==> src/hw/rtl/sia_pkg.sv <==
`timescale 1ns / 1ps
// ----------------------------------------------------------------------------
// sia_pkg: shared types and constants of surface_incidence_angles
// widths of the datapath, register map, arctangent table for the cordic units
// ----------------------------------------------------------------------------
package sia_pkg;

  localparam int NODE_W = 24;   // node and surface positions
  localparam int D_W    = 25;   // node minus surface
  localparam int NRM_W  = 16;   // normal, Q2.14
  localparam int A_W    = 17;   // frame x axis
  localparam int B_W    = 34;   // frame y axis
  localparam int PN_W   = D_W + NRM_W;      // d times a normal component
  localparam int PA_W   = D_W + A_W;
  localparam int PB_W   = D_W + B_W;
  localparam int DOT_W  = PN_W + 2;
  localparam int C_W    = PN_W + 1;
  localparam int CORD_W = 62;
  localparam int U_W    = 30;
  localparam int SQ_W   = 62;
  localparam int RES_W  = 31;
  localparam int SH_MAX = DOT_W - U_W;
  localparam int SH_W   = $clog2(SH_MAX + 1);
  localparam int ANG_W  = 16;
  localparam int INC_W  = 14;
  localparam int Z_W    = 28;
  localparam int Q_SHIFT = 11;

  localparam int ANGLE_ITERATIONS = 16;
  localparam int ATAN_LEN   = 24;
  localparam int ATAN_IDX_W = 5;
  localparam int SQRT_STEPS = 31;
  localparam int CORD_LAT   = ANGLE_ITERATIONS + 2;

  localparam logic signed [Z_W-1:0] HALF_PI_Q24 = 28'sd26353589;
  localparam logic signed [Z_W-1:0] PI_Q24      = 28'sd52707179;
  localparam logic signed [Z_W-1:0] ROUND_Q24   = 28'sd1024;
  localparam logic [A_W-1:0]        REF_SWITCH  = 17'd14745;

  localparam int ANG_MAX = 25736;
  localparam int INC_MAX = 12868;

  localparam int MQ_DEPTH = 4;
  localparam int MQ_AW    = 2;
  localparam int OQ_DEPTH = 2;
  localparam int OQ_AW    = 1;

  localparam int APB_AW = 5;
  localparam int APB_DW = 32;

  typedef enum logic [2:0] {
    REG_SURFACE_X = 3'd0,
    REG_SURFACE_Y = 3'd1,
    REG_SURFACE_Z = 3'd2,
    REG_NORMAL_X  = 3'd3,
    REG_NORMAL_Y  = 3'd4,
    REG_NORMAL_Z  = 3'd5
  } cfg_reg_e;

  typedef struct packed {
    logic signed [NODE_W-1:0] x;
    logic signed [NODE_W-1:0] y;
    logic signed [NODE_W-1:0] z;
  } node_t;

  typedef struct packed {
    logic signed [NODE_W-1:0] sx;
    logic signed [NODE_W-1:0] sy;
    logic signed [NODE_W-1:0] sz;
    logic signed [NRM_W-1:0]  nx;
    logic signed [NRM_W-1:0]  ny;
    logic signed [NRM_W-1:0]  nz;
    logic signed [A_W-1:0]    ax;
    logic signed [A_W-1:0]    ay;
    logic signed [A_W-1:0]    az;
    logic signed [B_W-1:0]    bx;
    logic signed [B_W-1:0]    by;
    logic signed [B_W-1:0]    bz;
  } cfg_t;

  typedef struct packed {
    logic                    valid_res;
    logic signed [ANG_W-1:0] azimuth;
    logic [INC_W-1:0]        inclination;
  } res_t;

  // atan(2^-i) in Q24 radians
  function automatic logic signed [Z_W-1:0] atan_q24(input logic [ATAN_IDX_W-1:0] i);
    logic signed [Z_W-1:0] v;
    unique case (i)
      5'd0:  v = 28'sd13176795;
      5'd1:  v = 28'sd7778716;
      5'd2:  v = 28'sd4110060;
      5'd3:  v = 28'sd2086331;
      5'd4:  v = 28'sd1047214;
      5'd5:  v = 28'sd524117;
      5'd6:  v = 28'sd262123;
      5'd7:  v = 28'sd131069;
      5'd8:  v = 28'sd65536;
      5'd9:  v = 28'sd32768;
      5'd10: v = 28'sd16384;
      5'd11: v = 28'sd8192;
      5'd12: v = 28'sd4096;
      5'd13: v = 28'sd2048;
      5'd14: v = 28'sd1024;
      5'd15: v = 28'sd512;
      5'd16: v = 28'sd256;
      5'd17: v = 28'sd128;
      5'd18: v = 28'sd64;
      5'd19: v = 28'sd32;
      5'd20: v = 28'sd16;
      5'd21: v = 28'sd8;
      5'd22: v = 28'sd4;
      5'd23: v = 28'sd2;
      default: v = '0;
    endcase
    return v;
  endfunction

endpackage

==> src/hw/rtl/sia_cfg.sv <==
`timescale 1ns / 1ps
// ----------------------------------------------------------------------------
// sia_cfg: configuration registers
// apb register file for surface position and normal, plus the local frame axes
// ----------------------------------------------------------------------------
module sia_cfg (
  input  logic                          clk_i,
  input  logic                          rst_ni,
  input  logic                          psel_i,
  input  logic                          penable_i,
  input  logic                          pwrite_i,
  input  logic [sia_pkg::APB_AW-1:0]    paddr_i,
  input  logic [sia_pkg::APB_DW-1:0]    pwdata_i,
  output logic [sia_pkg::APB_DW-1:0]    prdata_o,
  output sia_pkg::cfg_t                 cfg_o
);

  logic signed [sia_pkg::NODE_W-1:0] sx_q, sy_q, sz_q;
  logic signed [sia_pkg::NRM_W-1:0]  nx_q, ny_q, nz_q;
  logic signed [sia_pkg::A_W-1:0]    ax_d, ay_d, az_d, ax_q, ay_q, az_q;
  logic signed [sia_pkg::B_W-1:0]    bx_d, by_d, bz_d, bx_q, by_q, bz_q;
  logic signed [sia_pkg::A_W+sia_pkg::NRM_W-1:0] t0, t1, t2, t3, t4, t5;
  logic [sia_pkg::A_W-1:0]           nz_mag;
  logic [2:0]                        idx;
  logic                              wr_en;

  assign idx   = paddr_i[sia_pkg::APB_AW-1:2];
  assign wr_en = psel_i && penable_i && pwrite_i;

  always_ff @(posedge clk_i or negedge rst_ni) begin
    if (!rst_ni) begin
      sx_q <= '0;
      sy_q <= '0;
      sz_q <= '0;
      nx_q <= 16'sd16384;
      ny_q <= '0;
      nz_q <= '0;
    end else if (wr_en) begin
      unique case (idx)
        sia_pkg::REG_SURFACE_X: sx_q <= pwdata_i[sia_pkg::NODE_W-1:0];
        sia_pkg::REG_SURFACE_Y: sy_q <= pwdata_i[sia_pkg::NODE_W-1:0];
        sia_pkg::REG_SURFACE_Z: sz_q <= pwdata_i[sia_pkg::NODE_W-1:0];
        sia_pkg::REG_NORMAL_X:  nx_q <= pwdata_i[sia_pkg::NRM_W-1:0];
        sia_pkg::REG_NORMAL_Y:  ny_q <= pwdata_i[sia_pkg::NRM_W-1:0];
        sia_pkg::REG_NORMAL_Z:  nz_q <= pwdata_i[sia_pkg::NRM_W-1:0];
        default: ;
      endcase
    end
  end

  always_comb begin
    unique case (idx)
      sia_pkg::REG_SURFACE_X: prdata_o = sia_pkg::APB_DW'(sx_q);
      sia_pkg::REG_SURFACE_Y: prdata_o = sia_pkg::APB_DW'(sy_q);
      sia_pkg::REG_SURFACE_Z: prdata_o = sia_pkg::APB_DW'(sz_q);
      sia_pkg::REG_NORMAL_X:  prdata_o = sia_pkg::APB_DW'(nx_q);
      sia_pkg::REG_NORMAL_Y:  prdata_o = sia_pkg::APB_DW'(ny_q);
      sia_pkg::REG_NORMAL_Z:  prdata_o = sia_pkg::APB_DW'(nz_q);
      default:                prdata_o = '0;
    endcase
  end

  // frame x axis from the reference axis, y axis = n x a
  always_comb begin
    nz_mag = nz_q[sia_pkg::NRM_W-1] ? -sia_pkg::A_W'(nz_q) : sia_pkg::A_W'(nz_q);
    if (nz_mag > sia_pkg::REF_SWITCH) begin
      ax_d = '0;
      ay_d = -sia_pkg::A_W'(nz_q);
      az_d = sia_pkg::A_W'(ny_q);
    end else begin
      ax_d = -sia_pkg::A_W'(ny_q);
      ay_d = sia_pkg::A_W'(nx_q);
      az_d = '0;
    end
  end

  assign t0 = ny_q * az_d;
  assign t1 = nz_q * ay_d;
  assign t2 = nz_q * ax_d;
  assign t3 = nx_q * az_d;
  assign t4 = nx_q * ay_d;
  assign t5 = ny_q * ax_d;
  assign bx_d = sia_pkg::B_W'(t0) - sia_pkg::B_W'(t1);
  assign by_d = sia_pkg::B_W'(t2) - sia_pkg::B_W'(t3);
  assign bz_d = sia_pkg::B_W'(t4) - sia_pkg::B_W'(t5);

  always_ff @(posedge clk_i) begin
    ax_q <= ax_d;
    ay_q <= ay_d;
    az_q <= az_d;
    bx_q <= bx_d;
    by_q <= by_d;
    bz_q <= bz_d;
  end

  assign cfg_o = '{sx: sx_q, sy: sy_q, sz: sz_q, nx: nx_q, ny: ny_q, nz: nz_q,
                   ax: ax_q, ay: ay_q, az: az_q, bx: bx_q, by: by_q, bz: bz_q};

endmodule

==> config.mk <==
export PLATFORM = sky130hd
export DESIGN_NAME = sia_cfg
export DESIGN_NICKNAME = d
export VERILOG_FILES = /design/src/hw/rtl/sia_pkg.sv /design/src/hw/rtl/sia_cfg.sv
export SDC_FILE = /design/constraint.sdc
export NUM_CORES = 2
export LEC_CHECK = 0
export BUFFER_PORTS_ARGS = -buffer_cell sky130_fd_sc_hd__buf_2
export CORE_UTILIZATION = 35
export DETAILED_ROUTE_END_ITERATION = 10
export PLACE_DENSITY = 0.5
export SYNTH_ARGS = -nofsm -noshare
export SYNTH_HDL_FRONTEND = slang
export SYNTH_SLANG_ARGS = --single-unit
==> constraint.sdc <==
create_clock -name clk_i -period 28.5 [get_ports clk_i]
set_input_delay 1.425 -clock clk_i [delete_from_list [all_inputs] [get_ports clk_i]]
set_output_delay 1.425 -clock clk_i [all_outputs]
set_load 0.01 [all_outputs]
# --- Word-level counts from Yosys, hierarchy flattened ---
# Index checks and enable logic that the tools add are counted.
op_classes:
  bitwise_logic: 0
  mul: 6
  reduce_logical: 9
  order_cmp: 1
  n_shift: 0
  add_sub_neg: 5
  eq_ne: 5
  muxes: 5
  div: 0
ops:
  columns: ["cell", "n"]
  rows:
  - ["$mul 16x17->33", 6]
  - ["$pmux 32 s6", 1]
  - ["$sub 33x33->34", 3]
  - ["$mux 17", 4]
  - ["$neg 16->17", 2]
  - ["$gt 17x14->1 const B", 1]
  - ["$reduce_and 2->1", 6]
  - ["$eq 3x2->1 const B", 2]
  - ["$eq 3x3->1 const B", 2]
  - ["$eq 3x1->1 const B", 1]
  - ["$logic_not 3->1", 1]
  - ["$logic_and 1x1->1", 2]
word_totals:
  word_cells: 43
  ram_bits: 0
  ff_bits: 273
  romBits: 0
  out_inout_bits: 305
  latch_bits: 0
  inputBits: 42
  memories: 0

# --- Depth between registers and ports, before layout ---
logic_depth:
  depth_word: 6
  mapped_depth: 44
  depth_no_buf: 39

# --- Worst setup path before layout ---
# OpenSTA, ideal clock, no wires.
synth_path:
  kind: "register to register"
  from: "register nz_q[1] in the netlist's numbering"
  to: "register bz_q[30] in the netlist's numbering"
  setup_ns: 0.072
  stages_incl_launch_ff: 37
  path_slack_ns: 16.560
  t_required_ns: 28.428
  synth_period_minus_slack_ns: 11.940
  arrival_time_ns: 11.868
  path_buffers: 2
  cell_sequence: "dfrtp_1 > clkbuf_1 > clkinv_1 > ha_1 > nor3b_1 > nand3_1 > nor4_1 > ha_1 > or2_2 > or3_4 > o21ai_2 > nor2_4 > clkbuf_1 > nor4_1 > inv_1 > fa_1 > fa_1 > inv_1 > fa_1 > inv_1 > fa_1 > fa_1 > inv_1 > fa_1 > fa_1 > fa_1 > inv_1 > ha_1 > a21o_1 > a21oi_1 > nor2b_1 > a41oi_1 > o311ai_0 > a2111oi_0 > o31ai_1 > a21oi_1 > xnor2_1"
synth_via:
  elab_chain_len: 6
  elab_cells_between_ends: 8
  classes_between: "add/sub (2); mul (2); order compare (1); mux (3)"
synth_rtl:
  columns: ["item", "line_no", "rtl"]
  rows:
  - ["start, declared", "sia_cfg.sv:19", "logic signed [sia_pkg::NRM_W-1:0] nx_q, ny_q, nz_q;"]
  - ["start signal, assigned", "sia_cfg.sv:45", "sia_pkg::REG_NORMAL_Z: nz_q <= pwdata_i[sia_pkg::NRM_W-1:0];"]
  - ["$neg 16->17", "sia_cfg.sv:65, sia_cfg.sv:68", null]
  - ["$mux 17", "sia_cfg.sv:65", "nz_mag = nz_q[sia_pkg::NRM_W-1] ? -sia_pkg::A_W'(nz_q) : sia_pkg::A_W'(nz_q);"]
  - ["$gt 17x14->1", "sia_cfg.sv:66", "if (nz_mag > sia_pkg::REF_SWITCH) begin"]
  - ["$mux 17", "sia_cfg.sv:66", null]
  - ["$mul 16x17->33 (on tied branches)", "sia_cfg.sv:81, sia_cfg.sv:82", null]
  - ["$sub 33x33->34 (*)", "sia_cfg.sv:85", "assign bz_d = sia_pkg::B_W'(t4) - sia_pkg::B_W'(t5);"]
  - ["net bz_d, one bit", "sia_cfg.sv:21", "logic signed [sia_pkg::B_W-1:0] bx_d, by_d, bz_d, bx_q, by_q, bz_q;"]
  - ["end signal, assigned", "sia_cfg.sv:93", "bz_q <= bz_d;"]
  - ["end, declared", "sia_cfg.sv:21", null]
# The timed path passes the listed nets; every way through them passes the cells marked *.
# A chain may end at the register's enable or synchronous reset.

# --- Worst setup path after layout ---
layout_path:
  from: "register nz_q[5] in the netlist's numbering"
  to: "register bz_q[30] in the netlist's numbering"
# Same word-level chain as after synthesis.

==> flow_metrics.py <==
metrics = {
    "critical_path": {
        "critPathRequiredTime_ns": 29.06,
        "critPathKind": "register to register",
        "crit_slowest_cell": "mux2i_2",
        "cp-end-kind": "register",
        "arrival_ns": 13.87,
        "cp-startpoint": "nz_q[5]$_DFFE_PN0P_",
        "start_kind": "register",
        "path_max_fanout": 94,
        "reg2reg_from": "nz_q[5]$_DFFE_PN0P_",
        "slowest_delay_ns": 0.97,
        "cpMostUsedCell": "fa_1",
    },
    "die": {
        "ios": 347,
        "start_util_pct": 35.22,
        "die_y_um": 461.2,
        "core-area_um2": 209600,
        "die_w_um": 461.2,
        "num_rows": 168,
        "die_area_um2": 212700,
    },
    "clocking": {
        "cts_setup_buffers": 0,
        "clock-sinks": 272,
        "clkTransAtPathRegs_ns": 0.06,
        "cts-root-buf": "clkbuf_16",
        "cts_tree": "yes",
        "cts_made_buffers": 39,
        "ctsHoldBuffers": 0,
        "insertion_delay_ns": 0.68,
        "clk_path_buf_depth": 3,
        "cts_resized": 0,
        "h-tree-depth": 2,
    },
    "synth": {
        "synthArstFlopShare_pct": 44.12,
        "yosysUniqueCellTypes": 87,
        "yosysSeqAreaShare_pct": 8.193,
        "syn_area_um2": 73810,
        "yosysWarnings": 0,
        "synth-edff-count": 0,
        "ys_ff_latch": 272,
        "synthCells": 7723,
        "synth-main-ff-cell": "dfxtp_1",
        "syn-num-nets": 10100,
        "syn_area_per_cell_um2": 9.557,
    },
    "sta": {
        "finalClockSkew_ns": 0.03948,
        "setup_viol": 0,
        "worst_slack_ns": 15.19,
        "slew_headroom_pct": 17.37,
        "drv_slew": 0,
        "fin_setup_tns_ns": 0,
        "min_period_over_period_pct": 46.69,
        "rsz0062_at_grt": "false",
        "finalHoldViolations": 0,
        "max_freq_mhz": 75.15,
        "period_needed_ns": 13.31,
        "tightest_slew_ns": 1.239,
    },
    "cells_and_area": {
        "drive_gt1_share_pct": 9.539,
        "synthToLayoutAreaGrowth_pct": 8.212,
        "final_nets": 10200,
    },
    "route": {
        "drc": 0,
        "wl_um": 240900,
        "postRouteAntennaNets": 0,
        "vias_per_cell": 4.917,
        "first_iter_violations": 3645,
        "first_pass_iters": 8,
        "wl_per_cell_um": 22.59,
        "dr_total_vias": 52440,
    },
    "status": {
        "status": "finished, final reports clean",
    },
    "global_routing": {
        "antenna_found_initial": 16,
        "grt.total_usage_pct": 23.52,
        "grt_pass1_wl_um": 368200,
        "grt_pass1_vias": 56750,
        "grt_max_degree": 160,
        "overflow": 0,
    },
    "placed_design": {
        "dp_slack_ns": 15.40,
        "place_congestion": 0.9187,
        "hpwl_um": 186200,
        "io_buffers": 336,
    },
    "worst_hold_path": {
        "hold_class": "register to register",
        "hp-start": "sy_q[19]$_DFFE_PN0P_",
    },
    "run": {
        "maxCapViolCount": 0,
    },
}
-- through the flow --
stage	cell area, um2	utilization (%)	hold slack [ns]	instances
final	79870	38.11	0.5259	10660
after global placement	78490	37.45	0.5055	10590
after detailed placement	78490	37.45	0.5146	10590
after global routing	79860	38.10	0.5414	10660
after CTS	79850	38.10	0.5281	10660
after floorplan	73810	-	0.5662	7723
-- logic make-up (layout without fill, tap and decap cells) --
| kind of cell | Yosys count | after routing | synth area share (%) |
|---|---|---|---|
| compound gates | 332 | 332 | 2.943 |
| xor+xnor | 167 | 167 | 1.982 |
| fa+ha+maj | 2333 | 2333 | 58.23 |
| buf+inv | 2568 | 2697 | 13.25 |
| flops | 272 | 272 | 8.193 |
| mux | 162 | 162 | 2.492 |
| other cells | 0 | 7 | 0 |
| simple gates | 1889 | 1889 | 12.91 |
-- layer usage --
layer  track usage, %  part of all wire [%]  vias up
met2            38.62                    47     1808
met1            31.87                    42    27710
li1                 -                     -    22650
met4            6.703                   3.2        2
met5                0                0.0066        -
met3            3.852                   7.2      268
-- worst paths after layout --
check | to | cells after the start | slack [ns]
max | bz_q[30]$_DFF_P_ | 37 | 15.19
max in group asynchronous | ny_q[4]$_DFFE_PN0P_ | 2 | 26.19
min in group asynchronous | sz_q[17]$_DFFE_PN0P_ | 1 | 0.93
max reg2reg | bz_q[30]$_DFF_P_ | 37 | 15.19
min reg2reg | sy_q[19]$_DFFE_PN0P_ | 1 | 0.53
min | sy_q[19]$_DFFE_PN0P_ | 1 | 0.53
-- cell type report --
type,instances,area [um2]
fill,21300,129700
multi-input combinational,4883,58060
inverter,2142,8040
sequential,272,6080
tap,2805,3510
timing repair buffer,483,2800
clock buffer,48,1061
clock inverter,24,300.3
antenna,7,17.52
-- critical path: cells and delay by family, from the launching register on --
kind / cells / cell delay [ns]
XOR/XNOR: 1 / 0.16
AO/OA/AOI/OAI: 6 / 2.07
buffers and inverters: 10 / 2.79
flip-flops: 1 / 0.66
multiplexers: 1 / 0.97
adder cells (fa/ha/maj): 10 / 4.41
AND/OR/NAND/NOR: 9 / 2.04
-- state kept, by name, summed over array words and instances, names as in the netlist, 17 cells and up --
name	flops
ax_q	17
ay_q	17
bx_q	34
by_q	34
bz_q	34
sx_q	24
sy_q	24
sz_q	24
-- layout by cell type (no fill, tap or decap), types with 112 or more instances in the layout --
cell type,count
and2_1,357
and3_1,413
buf_2,335
buf_4,147
dfxtp_1,152
fa_1,1837
ha_1,496
inv_1,2132
mux2_2,112
nand2_1,728
nor2_1,177
xnor2_1,130
-- synthesized netlist by cell type, drive strengths merged (5+ instances only) --
master,n,share of area (%)
o21ai,69,0.47
inv,2139,11
ha,496,8.4
buf,93,0.66
clkbuf,333,1.7
o2111ai,5,0.068
dfrtp,119,4.0
a211oi,8,0.081
mux2,112,1.7
fa,1837,50
dfxtp,152,4.1
xnor2,130,1.5
nand4,10,0.085
a31oi,13,0.11
or3,11,0.10
or4,6,0.066
nor2,184,0.95
xor2,37,0.44
o21a,21,0.21
o21bai,9,0.092
mux2i,46,0.66
or2,13,0.11
a21oi,90,0.62
a211o,5,0.059
nor4,11,0.10
o211ai,7,0.071
nand2b,34,0.29
nand2,728,3.7
a21o,40,0.41
nor2b,28,0.24
and2,361,3.1
o31ai,6,0.061
nor3,43,0.31
nand3,31,0.21
a21boi,7,0.071
o22ai,7,0.059
nor3b,5,0.051
o221ai,12,0.14
and3,413,3.5
Power is not shown: default switching activity piles up to over one toggle a cycle in this logic, so the estimate is an artifact.
