===== config.mk =====
export PLATFORM = sky130hd
export DESIGN_NAME = sia_intake
export DESIGN_NICKNAME = d
export VERILOG_FILES = /design/src/hw/rtl/sia_pkg.sv /design/src/hw/rtl/sia_intake.sv
export SDC_FILE = /design/constraint.sdc
export NUM_CORES = 1
export LEC_CHECK = 0
export BUFFER_PORTS_ARGS = -buffer_cell sky130_fd_sc_hd__buf_2
export CORE_UTILIZATION = 50
export DETAILED_ROUTE_END_ITERATION = 6
export HOLD_SLACK_MARGIN = 0.05
export PLACE_DENSITY = 0.75
export SYNTH_ARGS = -nofsm -noshare
export SYNTH_HDL_FRONTEND = slang
export SYNTH_SLANG_ARGS = --single-unit

===== constraint.sdc =====
create_clock -name clk_i -period 2.9 [get_ports clk_i]
set_input_delay 0.435 -clock clk_i [delete_from_list [all_inputs] [get_ports clk_i]]
set_output_delay 0.435 -clock clk_i [all_outputs]
set_load 0.03 [all_outputs]

===== src/hw/rtl/sia_pkg.sv =====
`timescale 1ns / 1ps
// ----------------------------------------------------------------------------
// sia_pkg: shared types and constants of surface_incidence_angles
// widths of the datapath, register map, arctangent table for the cordic units
// ----------------------------------------------------------------------------
package sia_pkg;

  localparam int NODE_W = 24;   // node and surface positions
  localparam int D_W    = 25;   // node minus surface
  localparam int NRM_W  = 16;   // normal, Q2.14
  localparam int A_W    = 17;   // frame x axis
  localparam int B_W    = 34;   // frame y axis
  localparam int PN_W   = D_W + NRM_W;      // d times a normal component
  localparam int PA_W   = D_W + A_W;
  localparam int PB_W   = D_W + B_W;
  localparam int DOT_W  = PN_W + 2;
  localparam int C_W    = PN_W + 1;
  localparam int CORD_W = 62;
  localparam int U_W    = 30;
  localparam int SQ_W   = 62;
  localparam int RES_W  = 31;
  localparam int SH_MAX = DOT_W - U_W;
  localparam int SH_W   = $clog2(SH_MAX + 1);
  localparam int ANG_W  = 16;
  localparam int INC_W  = 14;
  localparam int Z_W    = 28;
  localparam int Q_SHIFT = 11;

  localparam int ANGLE_ITERATIONS = 16;
  localparam int ATAN_LEN   = 24;
  localparam int ATAN_IDX_W = 5;
  localparam int SQRT_STEPS = 31;
  localparam int CORD_LAT   = ANGLE_ITERATIONS + 2;

  localparam logic signed [Z_W-1:0] HALF_PI_Q24 = 28'sd26353589;
  localparam logic signed [Z_W-1:0] PI_Q24      = 28'sd52707179;
  localparam logic signed [Z_W-1:0] ROUND_Q24   = 28'sd1024;
  localparam logic [A_W-1:0]        REF_SWITCH  = 17'd14745;

  localparam int ANG_MAX = 25736;
  localparam int INC_MAX = 12868;

  localparam int MQ_DEPTH = 4;
  localparam int MQ_AW    = 2;
  localparam int OQ_DEPTH = 2;
  localparam int OQ_AW    = 1;

  localparam int APB_AW = 5;
  localparam int APB_DW = 32;

  typedef enum logic [2:0] {
    REG_SURFACE_X = 3'd0,
    REG_SURFACE_Y = 3'd1,
    REG_SURFACE_Z = 3'd2,
    REG_NORMAL_X  = 3'd3,
    REG_NORMAL_Y  = 3'd4,
    REG_NORMAL_Z  = 3'd5
  } cfg_reg_e;

  typedef struct packed {
    logic signed [NODE_W-1:0] x;
    logic signed [NODE_W-1:0] y;
    logic signed [NODE_W-1:0] z;
  } node_t;

  typedef struct packed {
    logic signed [NODE_W-1:0] sx;
    logic signed [NODE_W-1:0] sy;
    logic signed [NODE_W-1:0] sz;
    logic signed [NRM_W-1:0]  nx;
    logic signed [NRM_W-1:0]  ny;
    logic signed [NRM_W-1:0]  nz;
    logic signed [A_W-1:0]    ax;
    logic signed [A_W-1:0]    ay;
    logic signed [A_W-1:0]    az;
    logic signed [B_W-1:0]    bx;
    logic signed [B_W-1:0]    by;
    logic signed [B_W-1:0]    bz;
  } cfg_t;

  typedef struct packed {
    logic                    valid_res;
    logic signed [ANG_W-1:0] azimuth;
    logic [INC_W-1:0]        inclination;
  } res_t;

  // atan(2^-i) in Q24 radians
  function automatic logic signed [Z_W-1:0] atan_q24(input logic [ATAN_IDX_W-1:0] i);
    logic signed [Z_W-1:0] v;
    unique case (i)
      5'd0:  v = 28'sd13176795;
      5'd1:  v = 28'sd7778716;
      5'd2:  v = 28'sd4110060;
      5'd3:  v = 28'sd2086331;
      5'd4:  v = 28'sd1047214;
      5'd5:  v = 28'sd524117;
      5'd6:  v = 28'sd262123;
      5'd7:  v = 28'sd131069;
      5'd8:  v = 28'sd65536;
      5'd9:  v = 28'sd32768;
      5'd10: v = 28'sd16384;
      5'd11: v = 28'sd8192;
      5'd12: v = 28'sd4096;
      5'd13: v = 28'sd2048;
      5'd14: v = 28'sd1024;
      5'd15: v = 28'sd512;
      5'd16: v = 28'sd256;
      5'd17: v = 28'sd128;
      5'd18: v = 28'sd64;
      5'd19: v = 28'sd32;
      5'd20: v = 28'sd16;
      5'd21: v = 28'sd8;
      5'd22: v = 28'sd4;
      5'd23: v = 28'sd2;
      default: v = '0;
    endcase
    return v;
  endfunction

endpackage


===== src/hw/rtl/sia_intake.sv =====
`timescale 1ns / 1ps
// ----------------------------------------------------------------------------
// sia_intake: front end
// accepts node positions and queues them for the arithmetic back end
// ----------------------------------------------------------------------------
module sia_intake (
  input  logic           clk_i,
  input  logic           rst_ni,
  input  logic           push_i,
  input  sia_pkg::node_t node_i,
  output logic           full_o,
  input  logic           pop_i,
  output logic           empty_o,
  output sia_pkg::node_t head_o
);

  sia_pkg::node_t             mq_q [sia_pkg::MQ_DEPTH];
  logic [sia_pkg::MQ_AW-1:0]  wr_q, rd_q;
  logic [sia_pkg::MQ_AW:0]    cnt_q;
  logic                       push_ok, pop_ok;

  assign full_o  = (cnt_q == (sia_pkg::MQ_AW+1)'(sia_pkg::MQ_DEPTH));
  assign empty_o = (cnt_q == '0);
  assign push_ok = push_i && !full_o;
  assign pop_ok  = pop_i && !empty_o;
  assign head_o  = mq_q[rd_q];

  always_ff @(posedge clk_i or negedge rst_ni) begin
    if (!rst_ni) begin
      wr_q  <= '0;
      rd_q  <= '0;
      cnt_q <= '0;
    end else begin
      if (push_ok) wr_q <= wr_q + 1'b1;
      if (pop_ok)  rd_q <= rd_q + 1'b1;
      cnt_q <= cnt_q + (sia_pkg::MQ_AW+1)'(push_ok) - (sia_pkg::MQ_AW+1)'(pop_ok);
    end
  end

  always_ff @(posedge clk_i) begin
    if (push_ok) mq_q[wr_q] <= node_i;
  end

endmodule


# Word-level counts from Yosys, hierarchy flattened
# Memory sizes are Yosys's and may differ from the RTL's.
# Cells that the tools add are included.
[word_totals]
word_cells = 16
latch_bits = 0
n_memories = 1
mem_bits_ro = 0
ramBits = 288
out_inout_bits = 74
ff_bits = 7
[mem_list]
columns = ["memory", "words", "word_bits", "rd", "rd_clocked_by_memory_dff", "write_ports", "line_no", "rtl"]
rows = [
  ["mq_q", 4, 72, 1, 0, 1, "sia_intake.sv:17", "sia_pkg::node_t mq_q [sia_pkg::MQ_DEPTH];"],
]
[op_classes]
n_mul = 0
n_eq_ne = 1
mux = 2
n_bitwise = 0
magnitude_cmp = 0
shift = 0
n_div = 0
addsub = 4
n_reduce_logical = 5
[op_table]
columns = ["op", "count"]
rows = [
  ["$add A2 B1 Y2 const B", 2],
  ["$add A3 B1 Y3", 1],
  ["$eq A3 B3 Y1 const B", 1],
  ["$logic_not A3 Y1", 1],
  ["$sub A3 B1 Y3", 1],
  ["$logic_and A1 B1 Y1", 2],
  ["$logic_not A1 Y1", 2],
  ["$mux W1", 2],
]

# Logic depth before layout (Yosys ltp)
# Gate-level depths: netlist of the first run.
[logic_depth]
ltp_word = 5
mapped_depth = 8
mapped_depth_nobuf = 8

# Worst setup path after synthesis of the first run
# Ideal clock, no wire load.
[synth_path]
path_type = "reg2reg"
start = "register cnt_q[2] in the netlist's numbering"
end = "memory mq_q[0][0] in the netlist's numbering (enable)"
slack_ps = -36
required_ps = 2461
t_arrival_ps = 2497
path_stages_with_launch = 3
synth_period_minus_slack_ps = 2936
path_cell_list = "dfrtp_1 > nor3b_2 > and3b_1"
[synth_via]
elab_chain_cells = 5
[synth_rtl]
columns = ["element", "line_no", "rtl"]
rows = [
  ["from (decl)", "sia_intake.sv:19", "logic [sia_pkg::MQ_AW:0] cnt_q;"],
  ["from (signal assigned)", "sia_intake.sv:36", "cnt_q <= cnt_q + (sia_pkg::MQ_AW+1)'(push_ok) - (sia_pkg::MQ_AW+1)'(pop_ok);"],
  ["$eq A3 B3 Y1", "sia_intake.sv:22", "assign full_o = (cnt_q == (sia_pkg::MQ_AW+1)'(sia_pkg::MQ_DEPTH));"],
  ["named net full_o", "sia_intake.sv:11", "output logic full_o,"],
  ["$logic_not A1 Y1", "sia_intake.sv:24", "assign push_ok = push_i && !full_o;"],
  ["$logic_and A1 B1 Y1", "sia_intake.sv:24", ""],
  ["$mux W1", "sia_intake.sv:41", "if (push_ok) mq_q[wr_q] <= node_i;"],
  ["$mux W1 (implied by the code)", "sia_intake.sv:41", ""],
  ["to (decl)", "sia_intake.sv:17", ""],
]
# The timed path passes the listed nets, and every way through them passes these cells.

==> results.cfg, run 1 <==
[placement]
placed_area_um2 = 12000
placedCellCount = 838
dp_slack_ns = 0.630
gp_congestion = 0.716
hpwlAfterDp_mm = 11.9
port_buffers = 149

[floorplanning]
core-area_um2 = 21200
die-width_um = 149
start_util = 0.513
fp-row-count = 53
die_h_um = 149
dieArea_um2 = 22300
pin_count = 150

[cts]
cts-root-buf = clkbuf_16
htreeDepth = 1
cts_tree = done
cts-resized-gates = 0
postCtsHoldBufs = 1
cts_buffers = 29
cts_sinks = 295
cts.clk_slew.worst_paths_ns = 0.06
cts_setup_buffers = 0
clockBufferDepth = 3
clk_latency_ns = 0.54

[sta]
worst_pin_slew_ns = 0.589
holdWs_ns = 0.106
finalHoldViolCount = 0
fmax_mhz = 366
rsz0062_at_grt = false
finalSetupTns_ns = 0
skew_ns = 0.00708
fin_crit_ns = 2.73
relSlewSlack = 0.608
setup_viol = 0
finalMaxSlewViolations = 0
post-route-period-util = 0.941
setup_slack_ns = 0.171

[status]
outcome = complete, no violations

[global_routing]
antenna_found_initial = 4
first_global_vias = 5254
grt_overflow_total = 0
track_usage = 0.178
grt_max_degree = 40
grt_pass1_wl_mm = 29.4

[critical_path]
crit_fanout = 29
worstRegToRegCells = 8
critPathRequiredTime_ns = 2.47
cp-start-kind = register
rr_startpoint = cnt_q[2]$_DFF_PN0_
critPathKind = reg -> out
cp-end-kind = output pin
cp.arrival_ns = 2.29
reg2reg_to = cnt_q[2]$_DFF_PN0_
rrSetupSlack_ns = 0.63

[route]
first_pass_iters = 5
dr_total_vias = 4913
wl_per_cell_um = 21.7
drt_first_iter_violations = 254
ant_nets = 0
wirelength_mm = 19.4
drc = 0
via_per_inst = 5.51

[final_layout]
post-route-util = 0.610
final_area_um2 = 12900
layout.nets = 678
fin_cells = 892
final_layout_size_suffix_gt1_frac = 0.455
fillers = 1471
syn2layout_area_growth_pct = 18.8

[logic_synthesis]
syn_area_per_cell_um2 = 26.0
synthCells = 417
seq_area_frac_synth = 0.813
yosysWarnings = 0
syn_area_um2 = 10900
ys_ff_latch = 295
synth.distinct_cells = 19
syn_nets = 500

[power_and_ir_drop]
p_leak_nw = 4.42
power_mw = 14.2
ir_drop_mv = 0.602
power_density_nw_per_um2 = 1100

[run]
max_cap_viol_count = 0

[min_path]
hold_path.class = in -> reg
holdPathStages = 1
min_to = mq_q[2][47]$_DFFE_PP_
hp-start = node_i[47]
## per-layer routing
layer / vias up / share of wire / GRT usage
met5: - / 0.00098 / 0
met4: 4 / 0.016 / 0.0454
met3: 24 / 0.062 / 0.0419
met2: 142 / 0.52 / 0.301
met1: 2589 / 0.40 / 0.233
li1: 2154 / - / -
## worst max-delay path: stages (launching register included)
cell and delay (ns):
dfrtp_4 0.68, buf_12 0.30, mux4_2 0.56, buf_2 0.20
## cells in the mapped netlist (all sizes together)
cell / n / area (um^2)
and3b: 4 / 35.0
buf: 16 / 126
dfrtp: 7 / 175
edfxtp: 288 / 8650
fa: 1 / 20.0
ha: 6 / 75.1
inv: 6 / 22.5
mux4: 72 / 1620
nand2: 1 / 3.75
nand2b: 4 / 25.0
nand4bb: 2 / 22.5
nor3: 1 / 5.00
nor3b: 1 / 12.5
o211ai: 2 / 15.0
o311ai: 1 / 8.76
o31ai: 1 / 7.51
xnor2: 4 / 35.0
## registers in the layout, summed over array words and instances, names as in the netlist
signal and flops:
mq_q 288, cnt_q 3, rd_q 2, wr_q 2
## area by class of cell
class	instances	area, um^2	area share
well taps	275	344	0.0267
clock buffers	34	744	0.0577
diodes	2	5.00	0.000388
flip-flops and latches	295	8830	0.685
inverters	6	22.5	0.00175
clock inverters	17	123	0.00951
multi-input cells	100	1900	0.147
repair buffers	163	928	0.0720
## where the power goes
group          switching (mW)  leakage [nW]  total [mW]  internal [mW]
Combinational            3.04          1.27        4.87           1.83
Clock                    1.49         0.426        3.42           1.92
Sequential              0.293          2.72        5.91           5.62
## cell usage in the layout, fill, tap and decap left out, types with 2 or more instances in the layout
cell,instances
and3b_4,4
buf_12,6
buf_2,149
buf_4,7
clkbuf_1,5
clkbuf_16,29
clkinv_1,7
clkinv_2,6
dfrtp_1,5
dfrtp_4,2
diode_2,2
edfxtp_1,288
ha_1,6
inv_1,6
mux4_2,72
nand2b_1,4
nand4bb_1,2
o211ai_1,2
xnor2_1,4
## cells by family after synthesis
| logic type | after synthesis | share of synthesized area |
|---|---|---|
| fa+ha+maj | 7 | 0.00876 |
| flops | 295 | 0.813 |
| buf+inv | 22 | 0.0137 |
| simple gates | 13 | 0.00956 |
| compound gates | 4 | 0.00288 |
| xor+xnor | 4 | 0.00323 |
| mux | 72 | 0.149 |
## how the worst max path moves through the flow
stage | from | end | slack, ns | cells past startpoint
2_1_floorplan | cnt_q[1]$_DFF_PN0_ | cnt_q[2]$_DFF_PN0_ | 0.57 | 8
3_3_place_gp | rd_q[0]$_DFFE_PN0P_ | head_o[62] | 0.68 | 3
3_5_place_dp | cnt_q[1]$_DFF_PN0_ | cnt_q[2]$_DFF_PN0_ | 0.63 | 8
4_1_cts | rd_q[0]$_DFFE_PN0P_ | head_o[51] | 0.09 | 3
5_1_grt | rd_q[0]$_DFFE_PN0P_ | head_o[51] | 0.03 | 3
6_report | rd_q[0]$_DFFE_PN0P_ | head_o[51] | 0.17 | 3
Power figures use the tool's default switching activity.
==> inputs of run 2 (changes only) <==
--- a/config.mk
+++ b/config.mk
@@ -6,10 +6,12 @@
 export NUM_CORES = 1
 export LEC_CHECK = 0
 export BUFFER_PORTS_ARGS = -buffer_cell sky130_fd_sc_hd__buf_2
+export CORE_ASPECT_RATIO = 0.9
 export CORE_UTILIZATION = 50
 export DETAILED_ROUTE_END_ITERATION = 6
 export HOLD_SLACK_MARGIN = 0.05
 export PLACE_DENSITY = 0.75
+export SETUP_SLACK_MARGIN = 0.02
 export SYNTH_ARGS = -nofsm -noshare
 export SYNTH_HDL_FRONTEND = slang
 export SYNTH_SLANG_ARGS = --single-unit
==> run 2 against run 1 <==
Against the previous run: clock-buffer cell count rose by 5; via count down 0.53%; fmax is 1.9% higher; sequential cell count unchanged; utilization grew 0.62 points; die area about the same; register-to-register slack worse by 0.06 ns; wire length shrank 2.7%; global-route usage is 0.19 points lower; power increased by 0.43%; cell count rose by 1.3%; sequential power is 2% higher; critical path type unchanged; highest routed layer unchanged.
==> results.cfg, run 2 (same netlist as run 1, synthesis figures left out) <==
[floorplanning]
dieArea_um2 = 22300
start_util = 0.517
die_h_um = 142
core-area_um2 = 21000
die-width_um = 157
pin_count = 150
fp-row-count = 50

[route]
drc = 0
wl_per_cell_um = 20.9
first_pass_iters = 4
wirelength_mm = 18.9
drt_first_iter_violations = 282
ant_nets = 0
dr_total_vias = 4887
via_per_inst = 5.41

[final_layout]
layout.nets = 679
final_common_cell = edfxtp_1
reg.largest.list = mq_q (288), cnt_q (3)
final_layout_size_suffix_gt1_frac = 0.454
final_cell_mix = edfxtp_1, buf_2, mux4_2, clkbuf_16, clkbuf_1
syn2layout_area_growth_pct = 19.2
largest_register_ffs = 288
top_register = mq_q

[critical_path]
reg2reg_to = cnt_q[2]$_DFF_PN0_
rrSetupSlack_ns = 0.57
critPathRequiredTime_ns = 2.47
critPathKind = reg -> out
cp.arrival_ns = 2.24
cp-end-kind = output pin
cp-start-kind = register
rr_startpoint = cnt_q[2]$_DFF_PN0_
cp_cell_sequence = buf_4, mux4_2, buf_2
max_stage_delay_ns = 0.67
slowest_stage = dfrtp_4
worstRegToRegCells = 8
crit_fanout = 19

[status]
outcome = complete, no violations

[cts]
cts-root-buf = clkbuf_16
cts_buffers = 28
cts-resized-gates = 0
cts.clk_slew.worst_paths_ns = 0.06
cts_tree = done
htreeDepth = 1
clockBufferDepth = 3
cts_sinks = 295
clk_latency_ns = 0.53
cts_setup_buffers = 0

[global_routing]
antenna_found_initial = 2
grt_max_degree = 39
first_global_vias = 5260
grt_pass1_wl_mm = 29.3
track_usage = 0.176
grt_overflow_total = 0

[placement]
dp_slack_ns = 0.585
hpwlAfterDp_mm = 11.4
port_buffers = 149
gp_congestion = 0.749

[min_path]
min_to = mq_q[2][59]$_DFFE_PP_
hp-start = node_i[59]
hold_path.class = in -> reg
holdPathStages = 1

[sta]
finalMaxSlewViolations = 0
relSlewSlack = 0.666
worst_pin_slew_ns = 0.499
fmax_mhz = 374
finalSetupTns_ns = 0
skew_ns = 0.00822
setup_viol = 0
fin_crit_ns = 2.68
rsz0062_at_grt = false
finalHoldViolCount = 0
post-route-period-util = 0.923
setup_slack_ns = 0.223

[power_and_ir_drop]
ir_drop_mv = 0.689
power_density_nw_per_um2 = 1100
p_leak_nw = 4.43

[run]
max_cap_viol_count = 0
## run 2: cell types whose count changed in the layout (fill, tap and decap cells not counted), sizes merged
cell / change
clkinvlp: -1
clkbuf: +5
inv: -2
diode: -1
bufinv: +1
clkinv: -3
buf: +2
## run 2: worst max path at each step
stage | end | startpoint
CTS | head_o[48] | rd_q[0]$_DFFE_PN0P_
global placement | head_o[48] | rd_q[0]$_DFFE_PN0P_
detailed placement | cnt_q[2]$_DFF_PN0_ | cnt_q[1]$_DFF_PN0_
finish | head_o[48] | rd_q[0]$_DFFE_PN0P_
global route | head_o[48] | rd_q[0]$_DFFE_PN0P_
floorplan | cnt_q[2]$_DFF_PN0_ | cnt_q[1]$_DFF_PN0_
## run 2: repair_timing
item / CTS / global route
setup endpoints to repair: 0 / 0
hold endpoints to repair: 7 / 0
hold buffers: 1 / 0
## run 2: power breakdown
| group | internal [mW] | switching [mW] | leakage, nW |
|---|---|---|---|
| clock | 2.03 | 1.42 | 0.431 |
| combinational | 1.86 | 2.94 | 1.29 |
| sequential | 5.62 | 0.385 | 2.72 |
| total | 9.51 | 4.75 | 4.43 |
## run 2: through the flow
stage	total power, mW	hold slack [ns]	util	cell area, um^2	instances
6_report	14.3	0.116	0.616	12900	904
5_1_grt	14.9	0.0976	0.616	12900	903
4_1_cts	14.5	0.0980	0.616	12900	903
3_5_place_dp	11.0	0.281	0.574	12100	851
3_3_place_gp	10.9	0.274	0.574	12100	851
2_1_floorplan	9.54	0.139	-	10900	417
## run 2: layout make-up
| class | instances | area [um^2] |
|---|---|---|
| sequential | 295 | 8830 |
| fill | 1491 | 8070 |
| multi-input combinational | 100 | 1900 |
| timing repair buffer | 165 | 956 |
| clock buffer | 39 | 773 |
| tap | 286 | 358 |
| clock inverter | 12 | 104 |
| inverter | 6 | 22.5 |
| antenna | 1 | 2.50 |
## run 2: metal layers
layer,GRT usage,part of all wire,vias to the layer above
met5,0,0.0014,-
met4,0.0465,0.018,4
met3,0.0412,0.064,36
met2,0.291,0.50,147
met1,0.238,0.42,2544
li1,-,-,2156
## run 2: critical path, delay by kind of cell (launching register included)
kind | cells | cell delay, ns
buffers and inverters | 2 | 0.50
flip-flops | 1 | 0.67
multiplexers | 1 | 0.54
